**config.mk**
```make
export PLATFORM = sky130hd
export DESIGN_NAME = bounded_priority_deque_admission
export DESIGN_NICKNAME = d
export VERILOG_FILES = /design/src/hw/rtl/bpda_pkg.sv /design/src/hw/rtl/bounded_priority_deque_admission.sv /design/src/hw/rtl/bpda_store.sv
export SDC_FILE = /design/constraint.sdc
export NUM_CORES = 1
export LEC_CHECK = 0
export ABC_AREA = 1
export BUFFER_PORTS_ARGS = -buffer_cell sky130_fd_sc_hd__buf_2
export CAP_MARGIN = 20
export CORE_ASPECT_RATIO = 0.5
export CORE_MARGIN = 3
export CORE_UTILIZATION = 50
export CTS_CLUSTER_SIZE = 40
export DETAILED_ROUTE_END_ITERATION = 16
export PLACE_DENSITY = 0.65
export SYNTH_ARGS = -nofsm -noshare
export SYNTH_HDL_FRONTEND = slang
export SYNTH_SLANG_ARGS = --single-unit
```
**constraint.sdc**
```tcl
create_clock -name clk -period 5 [get_ports clk]
set_input_delay 0.5 -clock clk [delete_from_list [all_inputs] [get_ports clk]]
set_output_delay 0.5 -clock clk [all_outputs]
set_load 0.02 [all_outputs]
```
**src/hw/rtl/bpda_pkg.sv**
```systemverilog
// ----------------------------------------------------------------------------
// bpda_pkg
// Shared types, codes and helpers for the bounded priority deque admission
// block.
// ----------------------------------------------------------------------------
package bpda_pkg;

  localparam int DEPTH       = 16;
  localparam int MAX_WORKERS = 8;
  localparam int TAG_WIDTH   = 16;

  localparam int PTR_W   = $clog2(DEPTH);
  localparam int CNT_W   = $clog2(DEPTH + 1);
  localparam int ACT_W   = $clog2(MAX_WORKERS + 1);
  localparam int CAP_W   = 5;
  localparam int WRK_W   = 4;
  localparam int CFG_W   = 5;
  localparam int FUNC_W  = 3;
  localparam int STAT_W  = 4;

  typedef enum logic [FUNC_W-1:0] {
    FN_SUBMIT_BACK      = 3'd0,
    FN_SUBMIT_FRONT     = 3'd1,
    FN_SUBMIT_SUPERSEDE = 3'd2,
    FN_TAKE             = 3'd3,
    FN_DONE             = 3'd4,
    FN_START            = 3'd5,
    FN_STOP             = 3'd6
  } func_t;

  typedef enum logic [STAT_W-1:0] {
    ST_ACCEPTED  = 4'd0,
    ST_FULL      = 4'd1,
    ST_STOPPING  = 4'd2,
    ST_TAKEN     = 4'd3,
    ST_EMPTY     = 4'd4,
    ST_CANCELLED = 4'd5,
    ST_STARTED   = 4'd6,
    ST_OK        = 4'd7,
    ST_BUSY      = 4'd8
  } status_t;

  typedef enum logic {
    CFG_CAPACITY = 1'b0,
    CFG_WORKERS  = 1'b1
  } cfg_idx_t;

  typedef struct packed {
    logic                 cancel;
    logic [TAG_WIDTH-1:0] tag;
  } entry_t;

  // ring position base + off, both below DEPTH
  function automatic logic [PTR_W-1:0] slot(input logic [PTR_W-1:0] base,
                                            input logic [PTR_W-1:0] off);
    logic [PTR_W:0] s;
    s = {1'b0, base} + {1'b0, off};
    if (s >= (PTR_W+1)'(DEPTH)) s = s - (PTR_W+1)'(DEPTH);
    return s[PTR_W-1:0];
  endfunction

  function automatic logic [PTR_W-1:0] prev_slot(input logic [PTR_W-1:0] base);
    logic [PTR_W-1:0] p;
    if (base == '0) p = PTR_W'(DEPTH - 1);
    else            p = base - 1'b1;
    return p;
  endfunction

endpackage

```
**src/hw/rtl/bounded_priority_deque_admission.sv**
```systemverilog
// ----------------------------------------------------------------------------
// bounded_priority_deque_admission
// Bounded task deque with front/back/superseding submit, worker-limited
// take, done, start and a flushing stop.
// ----------------------------------------------------------------------------
//  channel | direction | handshake           | word
//  in_     | input     | in_valid / in_ready | func, task_tag, has_cancel
//  out_    | output    | out_valid/out_ready | status, tag, counts, last
//  cfg_    | input     | cfg_we              | index, data
//
//  Submit, done, start and every refused request are answered from the idle
//  state. Take and superseding submit on a full queue make one read of the
//  entry store; stop answers directly on an empty queue, else it walks the
//  store, one read per queued entry.
//  The next word is taken once the block is idle and the output register is
//  free or being emptied; a stalled output holds the sequencer whenever it has a word to emit.
//  Synchronous reset; the store needs no clearing pass.
// ----------------------------------------------------------------------------
module bounded_priority_deque_admission
  import bpda_pkg::*;
(
  input  logic                 clk,
  input  logic                 rst_n,
  input  logic                 in_valid,
  output logic                 in_ready,
  input  logic [FUNC_W-1:0]    in_func,
  input  logic [TAG_WIDTH-1:0] in_task_tag,
  input  logic                 in_has_cancel,
  output logic                 out_valid,
  input  logic                 out_ready,
  output logic [STAT_W-1:0]    out_status,
  output logic [TAG_WIDTH-1:0] out_tag,
  output logic [CNT_W-1:0]     out_queued_count,
  output logic [ACT_W-1:0]     out_active_count,
  output logic                 out_accepting,
  output logic                 out_last,
  input  logic                 cfg_we,
  input  logic                 cfg_index,
  input  logic [CFG_W-1:0]     cfg_data
);

  typedef enum logic [2:0] {
    S_IDLE,
    S_TAKE,
    S_EVICT,
    S_ACCEPT,
    S_WALK_RD,
    S_WALK_CHK,
    S_FINAL
  } state_t;

  state_t               state_r, state_nxt;
  logic [PTR_W-1:0]     head_r, head_nxt;
  logic [CNT_W-1:0]     count_r, count_nxt;
  logic [ACT_W-1:0]     active_r, active_nxt;
  logic                 started_r, started_nxt;
  logic                 admit_r, admit_nxt;
  logic                 halted_r, halted_nxt;
  logic [CAP_W-1:0]     cap_r, cap_nxt;
  logic [WRK_W-1:0]     wrk_r, wrk_nxt;
  logic [PTR_W-1:0]     walk_base_r, walk_base_nxt;
  logic [CNT_W-1:0]     walk_cnt_r, walk_cnt_nxt;
  logic [CNT_W-1:0]     walk_idx_r, walk_idx_nxt;

  logic                 out_valid_r, out_valid_nxt;
  status_t              out_status_r, out_status_nxt;
  logic [TAG_WIDTH-1:0] out_tag_r, out_tag_nxt;
  logic [CNT_W-1:0]     out_queued_r, out_queued_nxt;
  logic [ACT_W-1:0]     out_active_r, out_active_nxt;
  logic                 out_accepting_r, out_accepting_nxt;
  logic                 out_last_r, out_last_nxt;

  logic                 mem_we, mem_re;
  logic [PTR_W-1:0]     mem_waddr, mem_raddr;
  entry_t               mem_wdata, mem_rdata;

  logic                 out_free, accept;
  logic [CNT_W-1:0]     eff_cap;
  logic [ACT_W-1:0]     eff_wrk;
  logic [CNT_W-1:0]     count_m1;
  logic [CNT_W-1:0]     walk_idx_p1;
  logic                 emit, emit_last;
  status_t              emit_status;
  logic [TAG_WIDTH-1:0] emit_tag;
  entry_t               in_entry;

  bpda_store u_store (
    .clk   (clk),
    .we    (mem_we),
    .waddr (mem_waddr),
    .wdata (mem_wdata),
    .re    (mem_re),
    .raddr (mem_raddr),
    .rdata (mem_rdata)
  );

  assign out_free = !out_valid_r || out_ready;
  assign in_ready = (state_r == S_IDLE) && out_free;
  assign accept   = in_valid && in_ready;
  assign in_entry = '{cancel: in_has_cancel, tag: in_task_tag};
  assign count_m1 = count_r - 1'b1;
  assign walk_idx_p1 = walk_idx_r + 1'b1;

  always_comb begin
    if (cap_r == '0)                     eff_cap = CNT_W'(1);
    else if (cap_r > CAP_W'(DEPTH))      eff_cap = CNT_W'(DEPTH);
    else                                 eff_cap = CNT_W'(cap_r);
    if (wrk_r == '0)                     eff_wrk = ACT_W'(1);
    else if (wrk_r > WRK_W'(MAX_WORKERS)) eff_wrk = ACT_W'(MAX_WORKERS);
    else                                 eff_wrk = ACT_W'(wrk_r);
  end

  always_comb begin
    state_nxt     = state_r;
    head_nxt      = head_r;
    count_nxt     = count_r;
    active_nxt    = active_r;
    started_nxt   = started_r;
    admit_nxt     = admit_r;
    halted_nxt    = halted_r;
    cap_nxt       = cap_r;
    wrk_nxt       = wrk_r;
    walk_base_nxt = walk_base_r;
    walk_cnt_nxt  = walk_cnt_r;
    walk_idx_nxt  = walk_idx_r;

    mem_we    = 1'b0;
    mem_waddr = head_r;
    mem_wdata = in_entry;
    mem_re    = 1'b0;
    mem_raddr = head_r;

    emit        = 1'b0;
    emit_last   = 1'b1;
    emit_status = ST_OK;
    emit_tag    = '0;

    if (cfg_we) begin
      unique case (cfg_idx_t'(cfg_index))
        CFG_CAPACITY: cap_nxt = cfg_data[CAP_W-1:0];
        CFG_WORKERS:  wrk_nxt = cfg_data[WRK_W-1:0];
        default: ;
      endcase
    end

    unique case (state_r)
      S_IDLE: begin
        if (accept) begin
          unique case (in_func)
            FN_SUBMIT_BACK, FN_SUBMIT_FRONT, FN_SUBMIT_SUPERSEDE: begin
              if (!admit_r) begin
                emit = 1'b1; emit_status = ST_STOPPING;
              end else if (count_r >= eff_cap) begin
                if (in_func != FN_SUBMIT_SUPERSEDE) begin
                  emit = 1'b1; emit_status = ST_FULL;
                end else begin
                  // read-first store: victim comes back even if the new
                  // head lands on the same entry
                  mem_re    = 1'b1;
                  mem_raddr = slot(head_r, count_m1[PTR_W-1:0]);
                  mem_we    = 1'b1;
                  mem_waddr = prev_slot(head_r);
                  head_nxt  = prev_slot(head_r);
                  state_nxt = S_EVICT;
                end
              end else begin
                mem_we = 1'b1;
                if (in_func == FN_SUBMIT_BACK) begin
                  mem_waddr = slot(head_r, count_r[PTR_W-1:0]);
                end else begin
                  mem_waddr = prev_slot(head_r);
                  head_nxt  = prev_slot(head_r);
                end
                count_nxt   = count_r + 1'b1;
                emit        = 1'b1;
                emit_status = ST_ACCEPTED;
              end
            end
            FN_TAKE: begin
              if (!started_r || halted_r) begin
                emit = 1'b1; emit_status = ST_STOPPING;
              end else if (active_r >= eff_wrk) begin
                emit = 1'b1; emit_status = ST_BUSY;
              end else if (count_r == '0) begin
                emit = 1'b1; emit_status = ST_EMPTY;
              end else begin
                mem_re     = 1'b1;
                mem_raddr  = head_r;
                head_nxt   = slot(head_r, PTR_W'(1));
                count_nxt  = count_m1;
                active_nxt = active_r + 1'b1;
                state_nxt  = S_TAKE;
              end
            end
            FN_DONE: begin
              if (active_r != '0) active_nxt = active_r - 1'b1;
              emit = 1'b1; emit_status = ST_OK;
            end
            FN_START: begin
              if (started_r) begin
                emit = 1'b1; emit_status = ST_STARTED;
              end else begin
                started_nxt = 1'b1;
                admit_nxt   = 1'b1;
                halted_nxt  = 1'b0;
                emit = 1'b1; emit_status = ST_OK;
              end
            end
            FN_STOP: begin
              admit_nxt     = 1'b0;
              halted_nxt    = 1'b1;
              count_nxt     = '0;
              head_nxt      = '0;
              walk_base_nxt = head_r;
              walk_cnt_nxt  = count_r;
              walk_idx_nxt  = '0;
              if (count_r == '0) begin
                emit = 1'b1; emit_status = ST_OK;
              end else begin
                state_nxt = S_WALK_RD;
              end
            end
            default: begin
              emit = 1'b1; emit_status = ST_OK;
            end
          endcase
        end
      end
      S_TAKE: begin
        if (out_free) begin
          emit = 1'b1; emit_status = ST_TAKEN; emit_tag = mem_rdata.tag;
          state_nxt = S_IDLE;
        end
      end
      S_EVICT: begin
        if (out_free) begin
          emit = 1'b1;
          if (mem_rdata.cancel) begin
            emit_status = ST_CANCELLED; emit_tag = mem_rdata.tag; emit_last = 1'b0;
            state_nxt   = S_ACCEPT;
          end else begin
            emit_status = ST_ACCEPTED;
            state_nxt   = S_IDLE;
          end
        end
      end
      S_ACCEPT: begin
        if (out_free) begin
          emit = 1'b1; emit_status = ST_ACCEPTED;
          state_nxt = S_IDLE;
        end
      end
      S_WALK_RD: begin
        mem_re    = 1'b1;
        mem_raddr = slot(walk_base_r, walk_idx_r[PTR_W-1:0]);
        state_nxt = S_WALK_CHK;
      end
      S_WALK_CHK: begin
        if (!mem_rdata.cancel || out_free) begin
          if (mem_rdata.cancel) begin
            emit = 1'b1; emit_status = ST_CANCELLED; emit_tag = mem_rdata.tag;
            emit_last = 1'b0;
          end
          walk_idx_nxt = walk_idx_p1;
          state_nxt    = (walk_idx_p1 == walk_cnt_r) ? S_FINAL : S_WALK_RD;
        end
      end
      S_FINAL: begin
        if (out_free) begin
          emit = 1'b1; emit_status = ST_OK;
          state_nxt = S_IDLE;
        end
      end
      default: state_nxt = S_IDLE;
    endcase

    // output register; snapshot is the state after the whole word
    out_valid_nxt     = out_valid_r && !out_ready;
    out_status_nxt    = out_status_r;
    out_tag_nxt       = out_tag_r;
    out_queued_nxt    = out_queued_r;
    out_active_nxt    = out_active_r;
    out_accepting_nxt = out_accepting_r;
    out_last_nxt      = out_last_r;
    if (emit) begin
      out_valid_nxt     = 1'b1;
      out_status_nxt    = emit_status;
      out_tag_nxt       = emit_tag;
      out_queued_nxt    = count_nxt;
      out_active_nxt    = active_nxt;
      out_accepting_nxt = admit_nxt;
      out_last_nxt      = emit_last;
    end
  end

  always_ff @(posedge clk) begin
    if (!rst_n) begin
      state_r         <= S_IDLE;
      head_r          <= '0;
      count_r         <= '0;
      active_r        <= '0;
      started_r       <= 1'b0;
      admit_r         <= 1'b0;
      halted_r        <= 1'b0;
      cap_r           <= CAP_W'(16);
      wrk_r           <= WRK_W'(1);
      walk_base_r     <= '0;
      walk_cnt_r      <= '0;
      walk_idx_r      <= '0;
      out_valid_r     <= 1'b0;
      out_status_r    <= ST_OK;
      out_tag_r       <= '0;
      out_queued_r    <= '0;
      out_active_r    <= '0;
      out_accepting_r <= 1'b0;
      out_last_r      <= 1'b0;
    end else begin
      state_r         <= state_nxt;
      head_r          <= head_nxt;
      count_r         <= count_nxt;
      active_r        <= active_nxt;
      started_r       <= started_nxt;
      admit_r         <= admit_nxt;
      halted_r        <= halted_nxt;
      cap_r           <= cap_nxt;
      wrk_r           <= wrk_nxt;
      walk_base_r     <= walk_base_nxt;
      walk_cnt_r      <= walk_cnt_nxt;
      walk_idx_r      <= walk_idx_nxt;
      out_valid_r     <= out_valid_nxt;
      out_status_r    <= out_status_nxt;
      out_tag_r       <= out_tag_nxt;
      out_queued_r    <= out_queued_nxt;
      out_active_r    <= out_active_nxt;
      out_accepting_r <= out_accepting_nxt;
      out_last_r      <= out_last_nxt;
    end
  end

  assign out_valid        = out_valid_r;
  assign out_status       = out_status_r;
  assign out_tag          = out_tag_r;
  assign out_queued_count = out_queued_r;
  assign out_active_count = out_active_r;
  assign out_accepting    = out_accepting_r;
  assign out_last         = out_last_r;

endmodule

```
**src/hw/rtl/bpda_store.sv**
```systemverilog
// ----------------------------------------------------------------------------
// bpda_store
// Entry store: one write port, one read port, registered read data.
// A read and a write to the same entry in one cycle return the old entry.
// ----------------------------------------------------------------------------
module bpda_store
  import bpda_pkg::*;
(
  input  logic             clk,
  input  logic             we,
  input  logic [PTR_W-1:0] waddr,
  input  entry_t           wdata,
  input  logic             re,
  input  logic [PTR_W-1:0] raddr,
  output entry_t           rdata
);

  entry_t mem [DEPTH];
  entry_t rdata_r;

  always_ff @(posedge clk) begin
    if (we) begin
      mem[waddr] <= wdata;
    end
    if (re) begin
      rdata_r <= mem[raddr];
    end
  end

  assign rdata = rdata_r;

endmodule

```
**After elaboration in Yosys (flattened, before gate mapping)**

Memory sizes are Yosys's and may differ from the RTL's. A register that Yosys moved wholly into a read port is not among the register bits.
Index checks and enable logic that the tools add are counted.

- Word-level logic and storage cells: 230
- Memories: 1
- Memory bits (writable): 272
- Output and inout port bits: 33
- Flip-flop bits (word level): 74

- Eq/ne operators: 33
- Reductions and logical operators: 31
- Order comparisons: 8
- Add/subtract/negate cells: 14
- Bitwise operators: 1
- Muxes and demuxes: 123

Memories:

| memory | depth | width | read ports | clocked after Yosys merged registers in | wr ports | line | text |
|---|---|---|---|---|---|---|---|
| u_store.mem | 16 | 17 | 1 | 1 | 1 | bpda_store.sv:18 | `entry_t mem [DEPTH];` |

Operators by type and width:

| operator | count |
|---|---|
| $mux 4 | 36 |
| $mux 16 | 4 |
| $mux 5 | 12 |
| $mux 3 | 16 |
| $pmux 16 s3 | 1 |
| $mux 1 | 33 |
| $ne 3x3->1 const B | 8 |
| $pmux 4 s3 | 2 |
| $sub 4x1->4 const B | 6 |
| $ge 5x5->1 const B | 4 |
| $pmux 4 s5 | 1 |
| $eq 3x3->1 const B | 6 |
| $ne 2x2->1 const B | 8 |
| $pmux 4 s2 | 2 |
| $add 4x4->5 | 3 |
| $pmux 3 s5 | 1 |
| $pmux 5 s3 | 1 |
| $eq 3x2->1 const B | 4 |
| $reduce_and 12->1 | 1 |
| $add 5x1->5 const B | 2 |
| $logic_not 5->1 | 2 |
| $mux 2 | 5 |
| $pmux 1 s2 | 5 |
| $pmux 5 s2 | 1 |
| 29 further kinds | 46 |

**Longest topological paths before layout**

Gate-level depths: netlist (run 1).

- Depth after elaboration: 11
- Depth in mapped cells: 21

**Hierarchy**

A second synthesis (run 1) with hierarchy kept.

- Cells, all modules: 1894
- Area total of the unflattened synthesis: 17244.0 um^2

Modules (own cells, without submodules):

| module | area an instance (um^2) | cells each | instances | seq. area each (um^2) |
|---|---|---|---|---|
| bpda_store | 12197.9 | 1139 | 1 | 8678.3 |
| bounded_priority_deque_admission | 5046.1 | 755 | 1 | 1481.4 |

**Worst setup path before layout (run 1)**

OpenSTA, ideal clock, no wires.

- Kind: register to register
- From: register cap_r[0]
- To: memory u_store.mem[4][0] (netlist name), enable pin
- Period minus slack after synthesis: 4.165 ns
- Data arrival time: 3.752 ns
- Library setup time: 0.412 ns
- Setup slack: 0.835 ns
- Cell stages (with the launch flop): 16
- Cell sequence: dfxtp_1 > or4_1 > nand2_1 > nand2_1 > ha_1 > nand2_1 > nand2_1 > nand2_1 > nand3_1 > buf_2 > o21ai_0 > inv_1 > nor2_1 > inv_1 > a211o_1 > nor3_1

- Word-level cells in the longest chain between the ends: 11

RTL lines:

| what | line | text |
|---|---|---|
| start, declared | bounded_priority_deque_admission.sv:59 | `logic [CAP_W-1:0] cap_r, cap_nxt;` |
| start signal, assigned | bounded_priority_deque_admission.sv:325 | `cap_r <= cap_nxt;` |
| $gt 5x5->1 | bounded_priority_deque_admission.sv:106 | `else if (cap_r > CAP_W'(DEPTH)) eff_cap = CNT_W'(DEPTH);` |
| $mux 5 | bounded_priority_deque_admission.sv:106 |  |
| $mux 5 (*) | bounded_priority_deque_admission.sv:105 | `if (cap_r == '0) eff_cap = CNT_W'(1);` |
| $ge 5x5->1 (*) | bounded_priority_deque_admission.sv:153 | `end else if (count_r >= eff_cap) begin` |
| $mux 1 | bounded_priority_deque_admission.sv:153 |  |
| $mux 1 | bounded_priority_deque_admission.sv:151 | `if (!admit_r) begin` |
| $mux 1 | bounded_priority_deque_admission.sv:149 | `unique case (in_func)` |
| $mux 1 | bounded_priority_deque_admission.sv:148 | `if (accept) begin` |
| $mux 1 | bounded_priority_deque_admission.sv:146 | `unique case (state_r)` |
| $mux 1 | bpda_store.sv:22 | `if (we) begin` |
| $mux 1 (implied by the code) | bpda_store.sv:23 | `mem[waddr] <= wdata;` |
| end, declared | bpda_store.sv:18 |  |

Every way passes the cells marked *; elsewhere a longest branch is shown, timed or not.

**Final worst setup path (run 1)**

- From: register cap_r[0]
- To: memory u_store.mem[8][5] (netlist name), enable pin

The elaborated chain is that of the path after synthesis.

==> qor.txt, run 1 <==
Clock Path Buffers -> 3
Sink Count -> 363
antenna cells -> 0
share of layout cells above drive strength 1 -> 10.7%
r2r endpoint -> u_store.mem[8][5]
clock skew -> 22.7 ps
worst reg2reg setup slack -> 960 ps
Die X -> 267 microns
Die Y -> 136 microns
EDFF count, synth -> 289
H-tree lvl count -> 2
synth cell count leaders -> 429 x nand2_1, 326 x nand3_1, 289 x edfxtp_1
Multi-input gate area -> 5600 sq um
via count -> 12728
RSZ-0062 raised after global routing -> false
drt first pass iters -> 7
Placed Area -> 17800 sq um
Final Power -> 10.8 mW
critical path buffer and inverter count -> 4
most used cell, CP -> nand2_1
largest net degree at the start of global routing -> 72
Routed Antenna Nets -> 0
Final setup viols -> 0
vias per cell -> 5.52
Clock transition at path regs -> 60 ps
Die Footprint -> 36400 sq um
Rows -> 47
Tcrit/Tclk final -> 80.8%
Hold Path Class -> in2reg
ranking of synthesized cells by area -> edfxtp_1 51%, nand3_1 9.6%, nand2_1 9.5%
post-synth top area share -> 51.1%
Total GRT Usage -> 24.4%
Hold Crit Start -> cfg_data[4]
post-synthesis sequential area ratio -> 59.8%
CTS buffer count -> 34
WHS Path Cells -> 3
CP peak stage delay -> 530 ps
vias in the first global route -> 11956
Hold Violations, Final -> 0
setup TNS -> 0 ps
CP Launch Type -> register
I/O pin total -> 64
Seq. cell area -> 10200 sq um
# resized after CTS -> 0
async set-reset flop share out of synthesis -> 0%
final net count -> 1902
Core ar. -> 33300 sq um
initial antenna violation count -> 0
crit path cell chain -> or4_1 -> nand2_1 -> nand2_1 -> ha_1 -> nand2_1 -> inv_1 -> nand2_1 -> nand3_1 -> o21ai_0 -> inv_1 -> nor2_1 -> inv_1 -> a21oi_1 -> nand2_1 -> nor2_2 -> buf_4
Worst Path Required -> 5190 ps
GRT overflow -> 0
Wirelength per Cell -> 18.9 microns
count leader, synth -> nand2_1
hpwl dp -> 26600 microns
slew margin rel. -> 52.0%
Design Area, Final -> 18900 sq um
Fill cells -> 2893
cell taking the most area after synthesis -> edfxtp_1
crit path capture type -> register
VDD IR max -> 466 uV
max_cap viols -> 0
hold endpoint -> cap_r[4]
worst-skew pair later-pin latency -> 540 ps
Initial Util -> 51.1%
worst setup path category -> reg2reg
Ys Warns -> 0
FMAX -> 247 MHz
delay-heaviest family, CP -> simple AND/OR/NAND/NOR gates
Critical-path top delay cell -> or4_1
top_reg_cell synth -> edfxtp_1
status -> completed
Worst R2R Path Depth -> 16
Least-Margin Pin Slew -> 719 ps
syn avg cell area -> 9.50 sq um
Post-Syn Instances -> 1789
synthesis-stage register bit count -> 363
DRC -> 0
Syn Std Cell Area -> 17000 sq um
first-pass GRT wire length -> 68300 microns
Synth cell types -> 52
Area Overhead vs Synth -> 11.0%
global placer's final weighted congestion -> 0.914
Final Slew Violations -> 0
P_leak -> 7.88 nW
DR iter-0 viols -> 1412
syn_nets -> 1849
CP Max Fanout -> 17
Port Buffers -> 63
PD cells -> 570 nW/um^2
drt total wl -> 43700 microns
crit path DAT -> 4240 ps
root buf cell -> clkbuf_16
post-CTS repair timing setup buffer count -> 0
clock period minus worst slack -> 4040 ps
CTS tree -> yes
Post-CTS Hold Buffers -> 0
R2R Path Start -> cap_r[0]
per-layer routing:
metal  track usage [%]  share of wire, %  up-vias
li1                  -                 -     6127
met1              36.5                47     6075
met2              37.9                44      469
met3              3.42               7.5       57
met4              5.29               1.5        0
met5                 0                 0        -
worst max path at each step:
stage          slack, ps  startpoint            endpoint  depth (start not counted)
6_report             960    cap_r[0]   u_store.mem[8][5]                         16
3_5_place_dp         990    cap_r[0]  u_store.mem[10][0]                         16
3_3_place_gp        1030    cap_r[0]    u_store.rdata[3]                         18
5_1_grt              540    cap_r[0]   u_store.mem[8][8]                         16
4_1_cts              990    cap_r[0]   u_store.rdata[11]                         19
2_1_floorplan        840    cap_r[0]   u_store.mem[4][0]                         15
cells in the final DEF, fill, tap and decap left out, types with 3 or more instances in the layout:
cell type  count
nand4_1       12
nor2_2        14
a31oi_1        5
o211a_1        3
nor3_2         3
a211oi_1      10
buf_2         63
clkbuf_16     35
dfxtp_1       74
nand3_1      326
a21oi_1       55
nor3_1         6
clkbuf_8       3
fa_1           3
o31ai_1        4
xnor2_1       10
nand2_4        3
nand2_1      428
clkbuf_1       6
nand3_2       20
o211ai_1       5
inv_2          5
buf_4         36
nor2_1        72
clkinv_1      11
o21ai_0       67
inv_1        221
o22ai_1        3
xor2_1        11
ha_1          26
edfxtp_1     289
a22oi_1        4
registers in the layout (all words and copies together) (netlist names):
signal,count
started_r,1
out_tag,16
out_status,4
out_accepting,1
walk_base_r,4
count_r,5
out_active_count,4
active_r,4
state_r,3
u_store.rdata,17
out_valid,1
head_r,4
wrk_r,4
halted_r,1
u_store.mem,272
walk_idx_r,5
walk_cnt_r,5
cap_r,5
out_queued_count,5
admit_r,1
out_last,1
per-stage QoR:
step           util (%)  std cells  hold WS, ps  worst slack (ps)
6_report           56.7       2306          207               958
5_1_grt            56.7       2306          210               535
3_5_place_dp       53.5       2247          452               987
2_1_floorplan         -       1789          444               835
3_3_place_gp       53.4       2246          447              1030
4_1_cts            56.7       2306          193               986
power breakdown:
part | switching [mW] | leakage (nW) | internal (mW) | total [mW]
registers | 0.141 | 3.20 | 3.51 | 3.65
logic | 3.26 | 4.15 | 1.29 | 4.55
clock network | 1.13 | 0.523 | 1.44 | 2.57
worst reg2reg max path, stage by stage (launching register included):
cell and delay [ps]:
dfxtp_1 310, or4_1 530, nand2_1 110, nand2_1 60
ha_1 270, nand2_1 90, inv_1 40, nand2_1 60
nand3_1 350, o21ai_0 370, inv_1 120, nor2_1 350
inv_1 110, a21oi_1 260, nand2_1 200, nor2_2 140
buf_4 340
logic make-up after synthesis:
logic type               share of synthesized area [%]
AND/OR/NAND/NOR                                   23.7
flip-flops                                        59.8
buffers and inverters                             7.63
AO/OA/AOI/OAI                                     5.58
adder cells (fa/ha/maj)                           2.27
XOR/XNOR                                          1.08
cell type report:
cell class | instances | area share (%)
Clock inverter | 15 | 0.723
Multi-Input combinational cell | 1113 | 29.7
Tap cell | 441 | 2.92
Inverter | 229 | 4.56
Sequential cell | 363 | 53.8
Timing Repair Buffer | 101 | 3.32
Clock buffer | 44 | 4.98
Note: power is estimated with default switching activity, not from simulation.
==> inputs of run 2 (changes only) <==
clock period = 3.8 ns   (was 5 ns; I/O delays follow)
==> qor.txt, run 2 (same netlist as run 1, synthesis figures left out) <==
RSZ-0062 raised after global routing -> true
vias in the first global route -> 11915
Cells after DPL -> 2272
Final Power -> 14.4 mW
delay-heaviest family, CP -> simple AND/OR/NAND/NOR gates
clock period minus worst slack -> 3530 ps
initial antenna violation count -> 1
P_sw -> 6.13 mW
via count -> 12754
CTS tree -> yes
sequential fraction of design power -> 33.2%
Largest register FFs -> 272
VDD IR max -> 712 uV
CP Max Fanout -> 14
Port Buffers -> 63
Worst Path Required -> 4040 ps
Tcrit/Tclk final -> 92.8%
crit path capture type -> register
Core ar. -> 33300 sq um
Clock Path Buffers -> 3
Place WS -> 1.49 ps
slew margin rel. -> 61.9%
first-pass GRT wire length -> 67700 microns
critical path buffer and inverter count -> 4
FMAX -> 284 MHz
Rows -> 47
Total GRT Usage -> 24.1%
status -> completed
crit path cell chain -> or4_1 -> nand2_1 -> nand2_1 -> ha_1 -> nand2_1 -> inv_1 -> nand2_1 -> nand3_2 -> inv_1 -> nand2_1 -> a22oi_1 -> nor2_1 -> nand2_1 -> o21ai_0 -> inv_1 -> nand3_1 -> nor2_2 -> buf_12
Least-Margin Pin Slew -> 570 ps
DRC -> 0
crit path DAT -> 3770 ps
post-CTS repair timing setup buffer count -> 0
Clock transition at path regs -> 60 ps
clock share of power -> 22.1%
internal power -> 8.28 mW
share of layout cells above drive strength 1 -> 12.1%
Initial Util -> 51.1%
vias per cell -> 5.47
I/O pin total -> 64
CP peak stage delay -> 530 ps
Comb pwr share -> 44.8%
DR iter-0 viols -> 1451
root buf cell -> clkbuf_16
Routed Antenna Nets -> 0
most frequent cells in the layout -> 427 x nand2_1, 324 x nand3_1, 289 x edfxtp_1, 221 x inv_1, 74 x dfxtp_1
Hold Path Class -> in2reg
Final WS setup -> 274 ps
CTS buffer count -> 34
Area Overhead vs Synth -> 13.1%
Sink Count -> 363
drt total wl -> 43200 microns
most used cell, CP -> nand2_1
commonest non-fill, non-tap cell in the layout -> nand2_1
Hold Violations, Final -> 0
final net count -> 1928
largest net degree at the start of global routing -> 80
Die Footprint -> 36400 sq um
Die Y -> 136 microns
worst setup path category -> reg2reg
Die X -> 267 microns
max_cap viols -> 0
GRT overflow -> 0
global placer's final weighted congestion -> 0.938
CP Launch Type -> register
register with the most flip-flops -> u_store.mem
clock skew -> 19.1 ps
hpwl dp -> 27500 microns
worst-skew pair later-pin latency -> 540 ps
Wirelength per Cell -> 18.5 microns
Final setup viols -> 0
H-tree lvl count -> 2
P_leak -> 8.03 nW
Final Slew Violations -> 0
drt first pass iters -> 5
PD cells -> 750 nW/um^2
non-filler cells, final -> 2331
sw frac -> 42.5%
Critical-path top delay cell -> or4_1
[run 2: changes by cell type in the layout (fill, tap and decap cells not counted), sizes merged]
cell      previous run  this run
buf                101       127
diode                0         1
clkinv              13        12
bufinv               2         0
clkinvlp             1         2
[run 2: final cells by class]
class	count	area (sq um)
inverters	229	860
well taps	441	552
repair buffers	127	1040
multi-input cells	1113	5620
clock buffers	44	910
fillers	2827	14100
clock inverters	13	85.1
flip-flops and latches	363	10200
diodes	1	2.50
[run 2: path summary, 6_finish.rpt]
kind         cells after the start  slack (ps)         from                 to
max reg2reg                     18         270     cap_r[0]  u_store.mem[3][2]
min reg2reg                      2         460   out_tag[5]         out_tag[5]
max                             18         270     cap_r[0]  u_store.mem[3][2]
min                              3          70  cfg_data[4]           cap_r[4]
[run 2: worst reg2reg max path, cell delays in order (launching register included)]
cell and delay [ps]:
dfxtp_1 320, or4_1 530, nand2_1 120, nand2_1 70, ha_1 270, nand2_1 90, inv_1 40, nand2_1 70
nand3_2 200, inv_1 240, nand2_1 90, a22oi_1 170, nor2_1 60, nand2_1 50, o21ai_0 120, inv_1 160
nand3_1 200, nor2_2 240, buf_12 190
[run 2: stage by stage]
step / cell area [sq um] / hold WS, ps / setup TNS, ps / utilization [%]
6_report: 19200 / 70.4 / 0 / 57.8
5_1_grt: 19200 / 95.2 / -2020 / 57.8
4_1_cts: 19200 / 51.1 / 0 / 57.6
3_5_place_dp: 18200 / 455 / 0 / 54.7
3_3_place_gp: 18200 / 450 / 0 / 54.7
2_1_floorplan: 17000 / 444 / -12400 / -
[run 2: metal layers]
metal	track usage, %	routed length [microns]	vias to the layer above
met5	0	0	-
met4	6.44	870	0
met3	3.71	2830	69
met2	37.9	19400	426
met1	35.1	20100	6072
li1	-	-	6187
[run 2: power groups by stage]
stage,sequential (mW),clock [mW],combinational (mW)
3_3_place_gp,4.86,0,6.35
2_1_floorplan,4.93,0,4.27
3_5_place_dp,4.86,0,6.40
5_1_grt,4.80,3.41,7.18
6_report,4.78,3.18,6.45
4_1_cts,4.78,3.26,6.44
[run 2: repair_timing]
item | in CTS | in global routing
hold buffers | 0 | 0
gates cloned | 0 | 0
gates resized for setup | 1 | 8
setup endpoints to repair | 42 | 289
endpoints found under the hold margin | 0 | 0
